**config.mk**
```make
export PLATFORM = sky130hd
export DESIGN_NAME = rotation_compensated_hover_detector
export DESIGN_NICKNAME = d
export VERILOG_FILES = /design/src/design/rchd_pkg.sv /design/src/design/rotation_compensated_hover_detector.sv
export SDC_FILE = /design/constraint.sdc
export NUM_CORES = 2
export LEC_CHECK = 0
export BUFFER_PORTS_ARGS = -buffer_cell sky130_fd_sc_hd__buf_2
export CORE_ASPECT_RATIO = 0.8
export CORE_MARGIN = 1.5
export CORE_UTILIZATION = 44
export CTS_BUF_LIST = sky130_fd_sc_hd__clkbuf_16
export DETAILED_ROUTE_END_ITERATION = 7
export GPL_TIMING_DRIVEN = 1
export MAX_ROUTING_LAYER = met4
export RECOVER_POWER = 100
export SYNTH_ARGS = -nofsm -noshare
export SYNTH_HDL_FRONTEND = slang
export SYNTH_SLANG_ARGS = --single-unit
```
**constraint.sdc**
```tcl
create_clock -name clk -period 11.8 [get_ports clk]
set_input_delay 1.18 -clock clk [delete_from_list [all_inputs] [get_ports clk]]
set_output_delay 1.18 -clock clk [all_outputs]
set_load 0.01 [all_outputs]
```
**src/design/rchd_pkg.sv**
```systemverilog
package rchd_pkg;

  typedef logic [1:0] func_t;
  typedef logic [1:0] cfg_idx_t;
  typedef logic signed [15:0] coord_t;

  localparam func_t FUNC_ROT  = 2'd0;
  localparam func_t FUNC_PAIR = 2'd1;
  localparam func_t FUNC_EOF  = 2'd2;

  localparam cfg_idx_t CFG_MIN_FEAT = 2'd0;
  localparam cfg_idx_t CFG_RES_THR  = 2'd1;
  localparam cfg_idx_t CFG_CONFIRM  = 2'd2;

  localparam int CFG_W   = 16;
  localparam int MUL_W   = 19;
  localparam int PROD_W  = 2 * MUL_W;
  localparam int SQ_W    = 38;
  localparam int DVD_W   = 33;
  localparam int DEN_W   = 20;
  localparam int QUO_W   = 16;
  localparam int REM_W   = DEN_W + 1;
  localparam int SUM_W   = 32;

  localparam logic [8:0]  MIN_FEAT_RST = 9'd10;
  localparam logic [15:0] RES_THR_RST  = 16'd33;
  localparam logic [7:0]  CONFIRM_RST  = 8'd3;

  localparam logic [15:0]     RESID_MAX  = 16'h8000;
  localparam logic [SQ_W-1:0] SQRT_BIT0  = SQ_W'(1) << 36;
  localparam logic signed [PROD_W-1:0] NORM_BIAS = PROD_W'(1) << 22;
  localparam logic signed [PROD_W-1:0] RND_HALF  = PROD_W'(8192);
  localparam coord_t ONE_Q11 = 16'sd2048;

endpackage

```
**src/design/rotation_compensated_hover_detector.sv**
```systemverilog
// Hover detector: a frame loads three rotation rows (func 0), then matched
// feature pairs (func 1), then ends (func 2), which alone returns a
// transaction on the out_ channel. A pair runs two bearing normalizations
// (two multiplies, a 19-step square root and three 16-step divisions
// each), then three rotated dot products with their squared differences
// and a final 19-step square root, all on one multiplier and one shared
// compare/subtract unit. End of frame divides out the mean only when the
// pair count is nonzero and not below the configured minimum. in_ready is
// low until an item's work is done. A finished result waits in the output
// register while the next rows and pairs are accepted.
module rotation_compensated_hover_detector #(
  parameter int MAX_PAIRS = 256
) (
  input  logic                            clk,
  input  logic                            rst_n,
  input  logic                            cfg_we,
  input  rchd_pkg::cfg_idx_t              cfg_idx,
  input  logic [rchd_pkg::CFG_W-1:0]      cfg_wdata,
  input  logic                            in_valid,
  output logic                            in_ready,
  input  rchd_pkg::func_t                 in_func,
  input  logic [1:0]                      in_row,
  input  rchd_pkg::coord_t                in_rot_a,
  input  rchd_pkg::coord_t                in_rot_b,
  input  rchd_pkg::coord_t                in_rot_c,
  input  rchd_pkg::coord_t                in_prev_u,
  input  rchd_pkg::coord_t                in_prev_v,
  input  rchd_pkg::coord_t                in_curr_u,
  input  rchd_pkg::coord_t                in_curr_v,
  output logic                            out_valid,
  input  logic                            out_ready,
  output logic                            out_hovering,
  output logic                            out_raw_hover,
  output logic [8:0]                      out_pairs_used,
  output logic [15:0]                     out_mean_residual
);
  import rchd_pkg::*;

  localparam int CNT_W = $clog2(MAX_PAIRS + 1);
  localparam int CMP_W = (CNT_W > 9) ? CNT_W : 9;

  localparam logic [2:0] ST_IDLE = 3'd0;
  localparam logic [2:0] ST_SQ   = 3'd1;
  localparam logic [2:0] ST_SQRT = 3'd2;
  localparam logic [2:0] ST_ULD  = 3'd3;
  localparam logic [2:0] ST_UDIV = 3'd4;
  localparam logic [2:0] ST_DOT  = 3'd5;
  localparam logic [2:0] ST_MDIV = 3'd6;
  localparam logic [2:0] ST_FIN  = 3'd7;

  logic [2:0] state_r, state_nxt;
  logic [4:0] cnt_r, cnt_nxt;
  logic [1:0] k_r, k_nxt;
  logic       side_r, side_nxt;
  logic       sqrt_res_r, sqrt_res_nxt;

  logic [8:0]  min_r;
  logic [15:0] thr_r;
  logic [7:0]  cfm_r;

  coord_t rot_r [3][3];
  coord_t rot_nxt [3][3];
  coord_t bp_r [3];
  coord_t bp_nxt [3];
  coord_t bc_r [3];
  coord_t bc_nxt [3];
  coord_t pu_r, pv_r, cu_r, cv_r;
  coord_t pu_nxt, pv_nxt, cu_nxt, cv_nxt;

  logic signed [PROD_W-1:0] prod_r, prod_nxt, acc_r, acc_nxt;
  logic signed [MUL_W-1:0]  d_r, d_nxt;
  logic [SQ_W-1:0]  sq_acc_r, sq_acc_nxt;
  logic [SQ_W-1:0]  x_r, x_nxt, res_r, res_nxt, bit_r, bit_nxt;
  logic [DEN_W-1:0] nrm_r, nrm_nxt, den_r, den_nxt;
  logic [REM_W-1:0] rem_r, rem_nxt;
  logic [QUO_W-1:0] dvd_lo_r, dvd_lo_nxt, quo_r, quo_nxt;

  logic [SUM_W-1:0] sum_r, sum_nxt;
  logic [CNT_W-1:0] pair_cnt_r, pair_cnt_nxt;
  logic             conf_r, conf_nxt, pend_r, pend_nxt;
  logic [7:0]       run_r, run_nxt;

  logic        out_valid_r, out_valid_nxt, hov_r, hov_nxt, raw_r, raw_nxt;
  logic [8:0]  pairs_r, pairs_nxt;
  logic [15:0] mean_r, mean_nxt;

  logic signed [MUL_W-1:0] mul_a, mul_b;
  logic [SQ_W-1:0] op_a, op_b;
  logic [SQ_W:0]   diff;
  logic            ge;
  logic [SQ_W-1:0] trial;
  logic [REM_W-1:0] dtrial;

  coord_t          comp_x;
  logic [15:0]     comp_mag;
  logic [DVD_W-1:0] dvd;
  logic [QUO_W-1:0] q_fin;
  coord_t          q_s;
  logic signed [PROD_W-1:0] tot, rnd_full;
  logic signed [MUL_W-1:0]  bcx, rnd19;
  logic [15:0]     resid16;
  logic [CMP_W-1:0] cnt_ext, min_ext;
  logic            too_few, no_pairs, raw_dec;
  logic [7:0]      run_upd;
  logic            accept, out_load;

  assign accept = in_valid && in_ready;
  assign in_ready = (state_r == ST_IDLE);

  // shared compare/subtract
  assign trial  = res_r + bit_r;
  assign dtrial = {rem_r[DEN_W-1:0], dvd_lo_r[QUO_W-1]};
  always_comb begin
    if (state_r == ST_SQRT) begin
      op_a = x_r;
      op_b = trial;
    end else begin
      op_a = SQ_W'(dtrial);
      op_b = SQ_W'(den_r);
    end
  end
  assign diff = {1'b0, op_a} - {1'b0, op_b};
  assign ge   = !diff[SQ_W];

  always_comb begin
    mul_a = '0;
    mul_b = '0;
    case (state_r)
      ST_SQ: begin
        if (cnt_r == 5'd0) begin
          mul_a = MUL_W'(side_r ? cu_r : pu_r);
        end else begin
          mul_a = MUL_W'(side_r ? cv_r : pv_r);
        end
        mul_b = mul_a;
      end
      ST_DOT: begin
        if (cnt_r < 5'd3) begin
          mul_a = MUL_W'(rot_r[k_r][cnt_r[1:0]]);
          mul_b = MUL_W'(bp_r[cnt_r[1:0]]);
        end else begin
          mul_a = d_r;
          mul_b = d_r;
        end
      end
      default: ;
    endcase
  end

  always_comb begin
    case (k_r)
      2'd0:    comp_x = side_r ? cu_r : pu_r;
      2'd1:    comp_x = side_r ? cv_r : pv_r;
      default: comp_x = ONE_Q11;
    endcase
  end
  assign comp_mag = comp_x[15] ? (~comp_x + 16'd1) : comp_x;
  assign dvd      = {comp_mag, 17'b0} + DVD_W'(nrm_r >> 1);
  assign q_fin    = {quo_r[QUO_W-2:0], ge};
  assign q_s      = comp_x[15] ? -$signed(q_fin) : $signed(q_fin);

  assign tot      = acc_r + prod_r;
  assign rnd_full = (tot + RND_HALF) >>> 14;
  assign rnd19    = MUL_W'(rnd_full);
  assign bcx      = MUL_W'(bc_r[k_r]);

  assign resid16 = (res_nxt > SQ_W'(RESID_MAX)) ? RESID_MAX : res_nxt[15:0];

  assign cnt_ext  = CMP_W'(pair_cnt_r);
  assign min_ext  = CMP_W'(min_r);
  assign too_few  = cnt_ext < min_ext;
  assign no_pairs = (pair_cnt_r == '0);
  assign raw_dec  = too_few ? conf_r : (no_pairs ? 1'b0 : (quo_r < thr_r));
  assign run_upd  = (raw_dec == pend_r) ? ((run_r == 8'd255) ? run_r : run_r + 8'd1)
                                        : 8'd1;
  assign out_load = (state_r == ST_FIN) && (!out_valid_r || out_ready);

  always_comb begin
    state_nxt    = state_r;
    cnt_nxt      = cnt_r;
    k_nxt        = k_r;
    side_nxt     = side_r;
    sqrt_res_nxt = sqrt_res_r;
    rot_nxt      = rot_r;
    bp_nxt       = bp_r;
    bc_nxt       = bc_r;
    pu_nxt       = pu_r;
    pv_nxt       = pv_r;
    cu_nxt       = cu_r;
    cv_nxt       = cv_r;
    prod_nxt     = mul_a * mul_b;
    acc_nxt      = acc_r;
    d_nxt        = d_r;
    sq_acc_nxt   = sq_acc_r;
    x_nxt        = x_r;
    res_nxt      = res_r;
    bit_nxt      = bit_r;
    nrm_nxt      = nrm_r;
    den_nxt      = den_r;
    rem_nxt      = rem_r;
    dvd_lo_nxt   = dvd_lo_r;
    quo_nxt      = quo_r;
    sum_nxt      = sum_r;
    pair_cnt_nxt = pair_cnt_r;
    conf_nxt     = conf_r;
    pend_nxt     = pend_r;
    run_nxt      = run_r;
    out_valid_nxt = out_valid_r && !out_ready;
    hov_nxt      = hov_r;
    raw_nxt      = raw_r;
    pairs_nxt    = pairs_r;
    mean_nxt     = mean_r;

    unique case (state_r)
      ST_IDLE: begin
        if (accept) begin
          unique case (in_func)
            FUNC_ROT: begin
              if (in_row != 2'd3) begin
                rot_nxt[in_row][0] = in_rot_a;
                rot_nxt[in_row][1] = in_rot_b;
                rot_nxt[in_row][2] = in_rot_c;
              end
            end
            FUNC_PAIR: begin
              if (pair_cnt_r < CNT_W'(MAX_PAIRS)) begin
                pu_nxt    = in_prev_u;
                pv_nxt    = in_prev_v;
                cu_nxt    = in_curr_u;
                cv_nxt    = in_curr_v;
                side_nxt  = 1'b0;
                cnt_nxt   = '0;
                state_nxt = ST_SQ;
              end
            end
            FUNC_EOF: begin
              if (!too_few && !no_pairs) begin
                rem_nxt    = REM_W'(sum_r[SUM_W-1:QUO_W]);
                dvd_lo_nxt = sum_r[QUO_W-1:0];
                den_nxt    = DEN_W'(pair_cnt_r);
                cnt_nxt    = '0;
                state_nxt  = ST_MDIV;
              end else begin
                state_nxt = ST_FIN;
              end
            end
            default: ;
          endcase
        end
      end
      ST_SQ: begin
        cnt_nxt = cnt_r + 5'd1;
        if (cnt_r == 5'd1) begin
          acc_nxt = NORM_BIAS + prod_r;
        end else if (cnt_r == 5'd2) begin
          x_nxt        = SQ_W'($unsigned(acc_r + prod_r)) << 6;
          res_nxt      = '0;
          bit_nxt      = SQRT_BIT0;
          sqrt_res_nxt = 1'b0;
          state_nxt    = ST_SQRT;
        end
      end
      ST_SQRT: begin
        if (ge) begin
          x_nxt   = diff[SQ_W-1:0];
          res_nxt = (res_r >> 1) + bit_r;
        end else begin
          res_nxt = res_r >> 1;
        end
        bit_nxt = bit_r >> 2;
        if (bit_r == SQ_W'(1)) begin
          if (sqrt_res_r) begin
            sum_nxt      = sum_r + SUM_W'(resid16);
            pair_cnt_nxt = pair_cnt_r + CNT_W'(1);
            state_nxt    = ST_IDLE;
          end else begin
            nrm_nxt   = res_nxt[DEN_W-1:0];
            k_nxt     = '0;
            state_nxt = ST_ULD;
          end
        end
      end
      ST_ULD: begin
        rem_nxt    = REM_W'(dvd[DVD_W-1:QUO_W]);
        dvd_lo_nxt = dvd[QUO_W-1:0];
        den_nxt    = nrm_r;
        cnt_nxt    = '0;
        state_nxt  = ST_UDIV;
      end
      ST_UDIV, ST_MDIV: begin
        rem_nxt    = ge ? diff[REM_W-1:0] : dtrial;
        dvd_lo_nxt = dvd_lo_r << 1;
        quo_nxt    = q_fin;
        cnt_nxt    = cnt_r + 5'd1;
        if (cnt_r == 5'(QUO_W - 1)) begin
          if (state_r == ST_MDIV) begin
            state_nxt = ST_FIN;
          end else begin
            if (side_r) begin
              bc_nxt[k_r] = q_s;
            end else begin
              bp_nxt[k_r] = q_s;
            end
            if (k_r != 2'd2) begin
              k_nxt     = k_r + 2'd1;
              state_nxt = ST_ULD;
            end else if (!side_r) begin
              side_nxt  = 1'b1;
              cnt_nxt   = '0;
              state_nxt = ST_SQ;
            end else begin
              k_nxt      = '0;
              cnt_nxt    = '0;
              sq_acc_nxt = '0;
              state_nxt  = ST_DOT;
            end
          end
        end
      end
      ST_DOT: begin
        cnt_nxt = cnt_r + 5'd1;
        case (cnt_r)
          5'd1: acc_nxt = prod_r;
          5'd2: acc_nxt = acc_r + prod_r;
          5'd3: d_nxt = bcx - rnd19;
          5'd5: begin
            sq_acc_nxt = sq_acc_r + SQ_W'($unsigned(prod_r));
            cnt_nxt    = '0;
            if (k_r == 2'd2) begin
              x_nxt        = sq_acc_r + SQ_W'($unsigned(prod_r));
              res_nxt      = '0;
              bit_nxt      = SQRT_BIT0;
              sqrt_res_nxt = 1'b1;
              state_nxt    = ST_SQRT;
            end else begin
              k_nxt = k_r + 2'd1;
            end
          end
          default: ;
        endcase
      end
      ST_FIN: begin
        if (out_load) begin
          if (raw_dec != pend_r) begin
            pend_nxt = raw_dec;
          end
          run_nxt = run_upd;
          if (run_upd >= cfm_r) begin
            conf_nxt = raw_dec;
          end
          out_valid_nxt = 1'b1;
          hov_nxt       = (run_upd >= cfm_r) ? raw_dec : conf_r;
          raw_nxt       = raw_dec;
          pairs_nxt     = cnt_ext[8:0];
          mean_nxt      = (too_few || no_pairs) ? 16'd0 : quo_r;
          sum_nxt       = '0;
          pair_cnt_nxt  = '0;
          state_nxt     = ST_IDLE;
        end
      end
      default: state_nxt = ST_IDLE;
    endcase
  end

  always_ff @(posedge clk) begin
    if (!rst_n) begin
      state_r     <= ST_IDLE;
      cnt_r       <= '0;
      k_r         <= '0;
      side_r      <= 1'b0;
      sqrt_res_r  <= 1'b0;
      min_r       <= MIN_FEAT_RST;
      thr_r       <= RES_THR_RST;
      cfm_r       <= CONFIRM_RST;
      for (int i = 0; i < 3; i++) begin
        for (int j = 0; j < 3; j++) begin
          rot_r[i][j] <= '0;
        end
      end
      sum_r       <= '0;
      pair_cnt_r  <= '0;
      conf_r      <= 1'b0;
      pend_r      <= 1'b0;
      run_r       <= '0;
      out_valid_r <= 1'b0;
    end else begin
      state_r     <= state_nxt;
      cnt_r       <= cnt_nxt;
      k_r         <= k_nxt;
      side_r      <= side_nxt;
      sqrt_res_r  <= sqrt_res_nxt;
      rot_r       <= rot_nxt;
      sum_r       <= sum_nxt;
      pair_cnt_r  <= pair_cnt_nxt;
      conf_r      <= conf_nxt;
      pend_r      <= pend_nxt;
      run_r       <= run_nxt;
      out_valid_r <= out_valid_nxt;
      if (cfg_we) begin
        unique case (cfg_idx)
          CFG_MIN_FEAT: min_r <= cfg_wdata[8:0];
          CFG_RES_THR:  thr_r <= cfg_wdata[15:0];
          CFG_CONFIRM:  cfm_r <= cfg_wdata[7:0];
          default: ;
        endcase
      end
    end
  end

  always_ff @(posedge clk) begin
    bp_r     <= bp_nxt;
    bc_r     <= bc_nxt;
    pu_r     <= pu_nxt;
    pv_r     <= pv_nxt;
    cu_r     <= cu_nxt;
    cv_r     <= cv_nxt;
    prod_r   <= prod_nxt;
    acc_r    <= acc_nxt;
    d_r      <= d_nxt;
    sq_acc_r <= sq_acc_nxt;
    x_r      <= x_nxt;
    res_r    <= res_nxt;
    bit_r    <= bit_nxt;
    nrm_r    <= nrm_nxt;
    den_r    <= den_nxt;
    rem_r    <= rem_nxt;
    dvd_lo_r <= dvd_lo_nxt;
    quo_r    <= quo_nxt;
    hov_r    <= hov_nxt;
    raw_r    <= raw_nxt;
    pairs_r  <= pairs_nxt;
    mean_r   <= mean_nxt;
  end

  assign out_valid         = out_valid_r;
  assign out_hovering      = hov_r;
  assign out_raw_hover     = raw_r;
  assign out_pairs_used    = pairs_r;
  assign out_mean_residual = mean_r;

  a_cnt_bound: assert property (@(posedge clk) disable iff (!rst_n)
    pair_cnt_r <= CNT_W'(MAX_PAIRS))
    else $error("pair count past limit");

  a_sum_bound: assert property (@(posedge clk) disable iff (!rst_n)
    sum_r <= (SUM_W'(pair_cnt_r) << 15))
    else $error("residual sum exceeds per-pair maximum");

  a_fin_clear: assert property (@(posedge clk) disable iff (!rst_n)
    out_load |=> (pair_cnt_r == '0 && sum_r == '0 && out_valid_r && state_r == ST_IDLE))
    else $error("frame state not cleared after result transaction");

  a_run_nonzero: assert property (@(posedge clk) disable iff (!rst_n)
    out_valid_r |-> (run_r != 8'd0))
    else $error("run length zero with result pending");

endmodule
```
After elaboration in Yosys (flattened, before gate mapping)
Cells that the tools add are included.
{"block": "word_totals", "regBits": 767, "out_inout_bits": 29, "elab_cells": 325}
{"block": "classes", "n_addsub": 16, "n_mul": 1, "magnitude_cmp": 11, "eq_ne": 49, "muxes": 140, "bitwise_logic": 7, "reduce_logical": 52}
{"op": "$mux 38", "n": 22}
{"op": "$bwmux 144", "n": 3}
{"op": "$pmux 38 s3", "n": 3}
{"op": "$demux 48 s2", "n": 3}
{"op": "$mux 16", "n": 16}
{"op": "$pmux 38 s2", "n": 3}
{"op": "$mux 48", "n": 3}
{"op": "$mux 20", "n": 7}
{"op": "$mux 32", "n": 4}
{"op": "$add 38x38->38", "n": 3}
{"op": "$bmux 16 s2", "n": 3}
{"op": "$bmux 48 s2", "n": 1}
{"op": "$bwmux 48", "n": 2}
{"op": "$mux 19", "n": 5}
{"op": "$pmux 19 s2", "n": 2}
{"op": "$pmux 32 s2", "n": 1}
{"op": "$pmux 20 s3", "n": 1}
{"op": "$pmux 16 s3", "n": 1}
{"op": "$pmux 20 s2", "n": 1}
{"op": "$sub 38x38->39", "n": 1}
{"op": "$add 24x38->38 const A", "n": 1}
{"op": "$add 37x38->38", "n": 1}
{"op": "$eq 38x1->1 const B", "n": 1}
{"op": "$gt 38x16->1 const B", "n": 1}
{"op": "71 further kinds", "n": 187}

Depth between registers and ports, before layout
{"block": "logic_depth", "depth_word": 11, "mapped_depth": 48}

Worst setup path before layout
No wires, ideal clock.
{"block": "synth_path", "path_kind": "flip-flop to flip-flop", "startpoint": "reg cnt_r[0]", "endpoint": "reg prod_r[34]", "setup_time_ns": 0.072, "arrival_time_ns": 9.405, "t_required_ns": 11.728, "slack_ns": 2.323, "path_stages_with_launch": 40, "period_less_slack_ns": 9.477, "path_cell_list": "dfxtp_1 clkbuf_1 buf_1 inv_1 ha_1 and2_0 clkbuf_1 clkbuf_1 clkbuf_1 nand2_1 o211ai_1 o21ai_0 clkbuf_1 nand2_1 fa_1 inv_1 fa_1 inv_1 (+4 left out) fa_1 inv_1 fa_1 inv_1 ha_1 a21o_1 a21o_1 a21oi_1 o21bai_1 a221oi_1 o21ai_0 o41ai_1 o21ai_0 o21a_1 nor2_1 o21bai_1 a21oi_1 xnor2_1"}
{"block": "synth_via", "elab_chain_len": 7, "word_cells_on_any_way": 15}
{"item": "start: declaration", "line_no": "rotation_compensated_hover_detector.sv:52", "text": "logic [4:0] cnt_r, cnt_nxt;"}
{"item": "start signal: assignment", "line_no": "rotation_compensated_hover_detector.sv:388", "text": "cnt_r <= cnt_nxt;"}
{"item": "$not 2->3 (implied by the code)", "line_no": "rotation_compensated_hover_detector.sv:139, rotation_compensated_hover_detector.sv:140"}
{"item": "$bmux 16 s2 (on tied branches)", "line_no": "rotation_compensated_hover_detector.sv:139, rotation_compensated_hover_detector.sv:140"}
{"item": "$mux 16 (on tied branches) (2 in a row)", "line_no": "rotation_compensated_hover_detector.sv:139, rotation_compensated_hover_detector.sv:140"}
{"item": "$mux 19", "line_no": "rotation_compensated_hover_detector.sv:138", "text": "if (cnt_r < 5'd3) begin"}
{"item": "$pmux 19 s2", "line_no": "rotation_compensated_hover_detector.sv:128", "text": "case (state_r)"}
{"item": "$mul 19x19->38 (*)", "line_no": "rotation_compensated_hover_detector.sv:191", "text": "prod_nxt = mul_a * mul_b;"}
{"item": "named net prod_nxt[34]", "line_no": "rotation_compensated_hover_detector.sv:70", "text": "logic signed [PROD_W-1:0] prod_r, prod_nxt, acc_r, acc_nxt;"}
{"item": "end signal: assignment", "line_no": "rotation_compensated_hover_detector.sv:417", "text": "prod_r <= prod_nxt;"}
{"item": "end: declaration", "line_no": "rotation_compensated_hover_detector.sv:70"}
Mark *: on every way through the listed nets, which the timed path passes. The rest lies on a longest branch. The select of a mux whose other input is x is not followed.
A chain may end at the register's enable or synchronous reset.

Worst setup path in the final report
{"block": "layout_path", "startpoint": "reg state_r[0]", "endpoint": "reg prod_r[37]"}
{"block": "layout_via", "elab_chain_len": 3, "word_cells_on_any_way": 5}
{"item": "start: declaration", "line_no": "rotation_compensated_hover_detector.sv:51", "text": "logic [2:0] state_r, state_nxt;"}
{"item": "start signal: assignment", "line_no": "rotation_compensated_hover_detector.sv:387", "text": "state_r <= state_nxt;"}
{"item": "$eq 3x3->1 / $eq 3x1->1 (equally long branches)", "line_no": "rotation_compensated_hover_detector.sv:128"}
{"item": "$pmux 19 s2", "line_no": "rotation_compensated_hover_detector.sv:128"}
{"item": "$mul 19x19->38 (*)", "line_no": "rotation_compensated_hover_detector.sv:191"}
{"item": "named net prod_nxt[37]", "line_no": "rotation_compensated_hover_detector.sv:70"}
Mark *: on every way through the listed nets, which the timed path passes. The rest lies on a longest branch.

==> flow_summary.toml <==
[synth]
synthTopCellsByCount = "nand2_1, inv_1, a21oi_1, nor2_1, edfxtp_1"
synth_most_common_cell = "nand2_1"
synth.distinct_cells = 88
synth_edf_count = 426
syn_avg_cell_area_um2 = 9.40
postSynthNetCount = 6612
syn_area_um2 = 54100
ys_seq_area_share_pct = 35.4
ys_seq_elements = 743
synth_area_leader_cell = "edfxtp_1"
async_reset_ff_share_pct = 0
yosys-top-cells-area = "edfxtp_1, fa_1, dfxtp_1"
yosys_warnings = 0
synth_top_area_share_pct = 23.7
synth_cells = 5755
synthFlopType = "edfxtp_1"

[timing]
slew_headroom_pct = -178
rsz0062_at_grt = "no"
finalCritPeriodShare_pct = 93.8
maxSlewViolCount = 774
skew_ns = 0.0412
hold_ws_ns = 0.452
timing.setup.tns_ns = 0
setup_viol = 0
fin_ws_ns = 0.727
max_freq_ghz = 0.0903
tightest_slew_ns = 4.15
period_needed_ns = 11.07
finalHoldViolCount = 0

[floorplanning]
die_w_um = 395
die_area_um2 = 125000
die_h_um = 317
rows = 114
core_um2 = 121000
ioPinCount = 168
start_util_pct = 44.6

[critical_path]
path_max_fanout = 26
cpPeakStageDelay_ns = 1.31
cp.arrival_ns = 11.61
regToRegSetupSlack_ns = 0.73
worstPathRequired_ns = 12.34
cp_slowest_cell = "o21ai_1"
crit_path_frequent_cell = "fa_1"
end_kind = "flop"
criticalPathCategory = "flop to flop"
critPathLaunchType = "flop"

[global_routing]
grt_max_degree = 114
gr-total-overflow = 0
grt_pass1_wl_um = 254000
grt_pass1_vias = 40433
grt_antenna_before_repair = 6
gr-usage-all-layers_pct = 27.4

[detailed_routing]
dr.pass1.iters = 6
routed_via_density = 5.68
drc = 0
ant_nets = 0
vias = 42857
routed_wl_um = 168000
drt_iter0_markers = 4619
routedWlPerCell_um = 22.2

[final_layout]
seq_area_um2 = 19100
n_fill_cell = 11421
nets = 6713
drive_gt1_share_pct = 7.29
fin_area_um2 = 59200
multi_input_area_um2 = 32200
area_growth_pct = 9.43

[placement]
dpl-instance-area_um2 = 56900
place.detailed.hpwl_um = 127000
dp_slack_ns = 0.812
io_buffers = 167
gp_congestion = 0.953

[clocking]
clk_path_buf_depth = 3
clkTransAtPathRegs_ns = 0.06
clkLatencyLatePin_ns = 0.70
cts_hold_buf = 0
root_buffer = "clkbuf_16"
cts_buffers = 80
h-tree-depth = 3
cts_tree = "built"
clock_sinks = 743
cts_setup_buffers = 0

[pwr]
vdd_drop_max_mv = 0.428
p_per_area_nw_per_um2 = 238
power_uw = 14100
p_leak_uw = 0.0244

[worst_hold_path]
hold_path.class = "flop to flop"

[job]
cap_violations = 16

[status]
violations = "max-capacitance violations, max-slew violations"
outcome = "complete, but fails checks"
-- metrics by stage --
step | cells | utilization (%)
final | 7550 | 48.8
after global routing | 7550 | 48.8
after CTS | 7547 | 48.9
after detailed placement | 7398 | 46.8
after global placement | 7398 | 46.8
after floorplan | 5755 | -
-- per-layer routing --
metal	routed length, um	global-route usage (%)	vias to the layer above	part of all wire [%]
met5	0	-	-	0
met4	3790	6.18	0	2.3
met3	15600	4.41	226	9.3
met2	69900	38.5	1847	42
met1	78300	41.2	20834	47
li1	-	-	19950	-
-- worst max-delay path: cells and delay by family (launching register included) --
family / cells / cell delay [ns]
DFF: 1 / 0.68
and+or+nand+nor: 3 / 1.64
buffers and inverters: 5 / 0.28
xor gates and xnor gates: 1 / 0.08
adders and majority gates: 8 / 4.15
AOI/OAI and AO/OA: 11 / 4.08
-- repair_timing --
action | 4_1_cts | 5_1_grt
endpoints found under the hold margin | 0 | 0
setup endpoints to repair | 0 | 8
gates resized for setup | 0 | 1
-- report_power, final --
group / internal [uW] / switching, uW / total (uW)
Combinational: 2760 / 5160 / 7910
Clock: 1340 / 1120 / 2460
Sequential: 3360 / 360 / 3720
Total: 7450 / 6640 / 14100
-- state kept, by name, indices dropped and copies added (netlist names), 20 cells and up --
signal	cells
acc_r	33
nrm_r	20
prod_r	38
sq_acc_r	38
rot_r	144
bc_r	48
x_r	38
sum_r	32
rem_r	20
den_r	20
res_r	38
bp_r	48
-- cell families after synthesis --
family | share of synthesized area (%)
and+or+nand+nor | 15.9
DFF | 35.4
adders and majority gates | 21.8
xor gates and xnor gates | 4.96
muxes | 3.15
AOI/OAI and AO/OA | 13.7
buffers and inverters | 5.10
-- placed cells by master, fill, tap and decap left out, types with 97 or more instances in the layout --
| master | Yosys | routed |
|---|---|---|
| nand2_1 | 970 | 970 |
| inv_1 | 464 | 484 |
| a21oi_1 | 437 | 437 |
| edfxtp_1 | 426 | 426 |
| nor2_1 | 427 | 425 |
| fa_1 | 375 | 375 |
| ha_1 | 343 | 343 |
| dfxtp_1 | 317 | 313 |
| o21ai_0 | 218 | 217 |
| xnor2_1 | 177 | 177 |
| buf_2 | 4 | 130 |
| xor2_1 | 127 | 127 |
| and3_1 | 97 | 97 |
-- area by class of cell --
cell class / instances / share of cell area [%]
repair buffers: 276 / 2.57
flip-flops and latches: 743 / 32.3
clock buffers: 82 / 3.47
inverters: 466 / 2.96
clock inverters: 67 / 0.806
multi-input cells: 4289 / 54.4
well taps: 1624 / 3.43
diodes: 3 / 0.0127
-- final timing paths --
path                      to  depth (start not counted)        from
setup reg to reg  prod_r[37]                         28  state_r[0]
hold reg to reg    rot_r[64]                          2   rot_r[64]
setup / recovery  prod_r[37]                         28  state_r[0]
hold / removal     rot_r[64]                          2   rot_r[64]
Note: power is estimated with default switching activity, not from simulation.
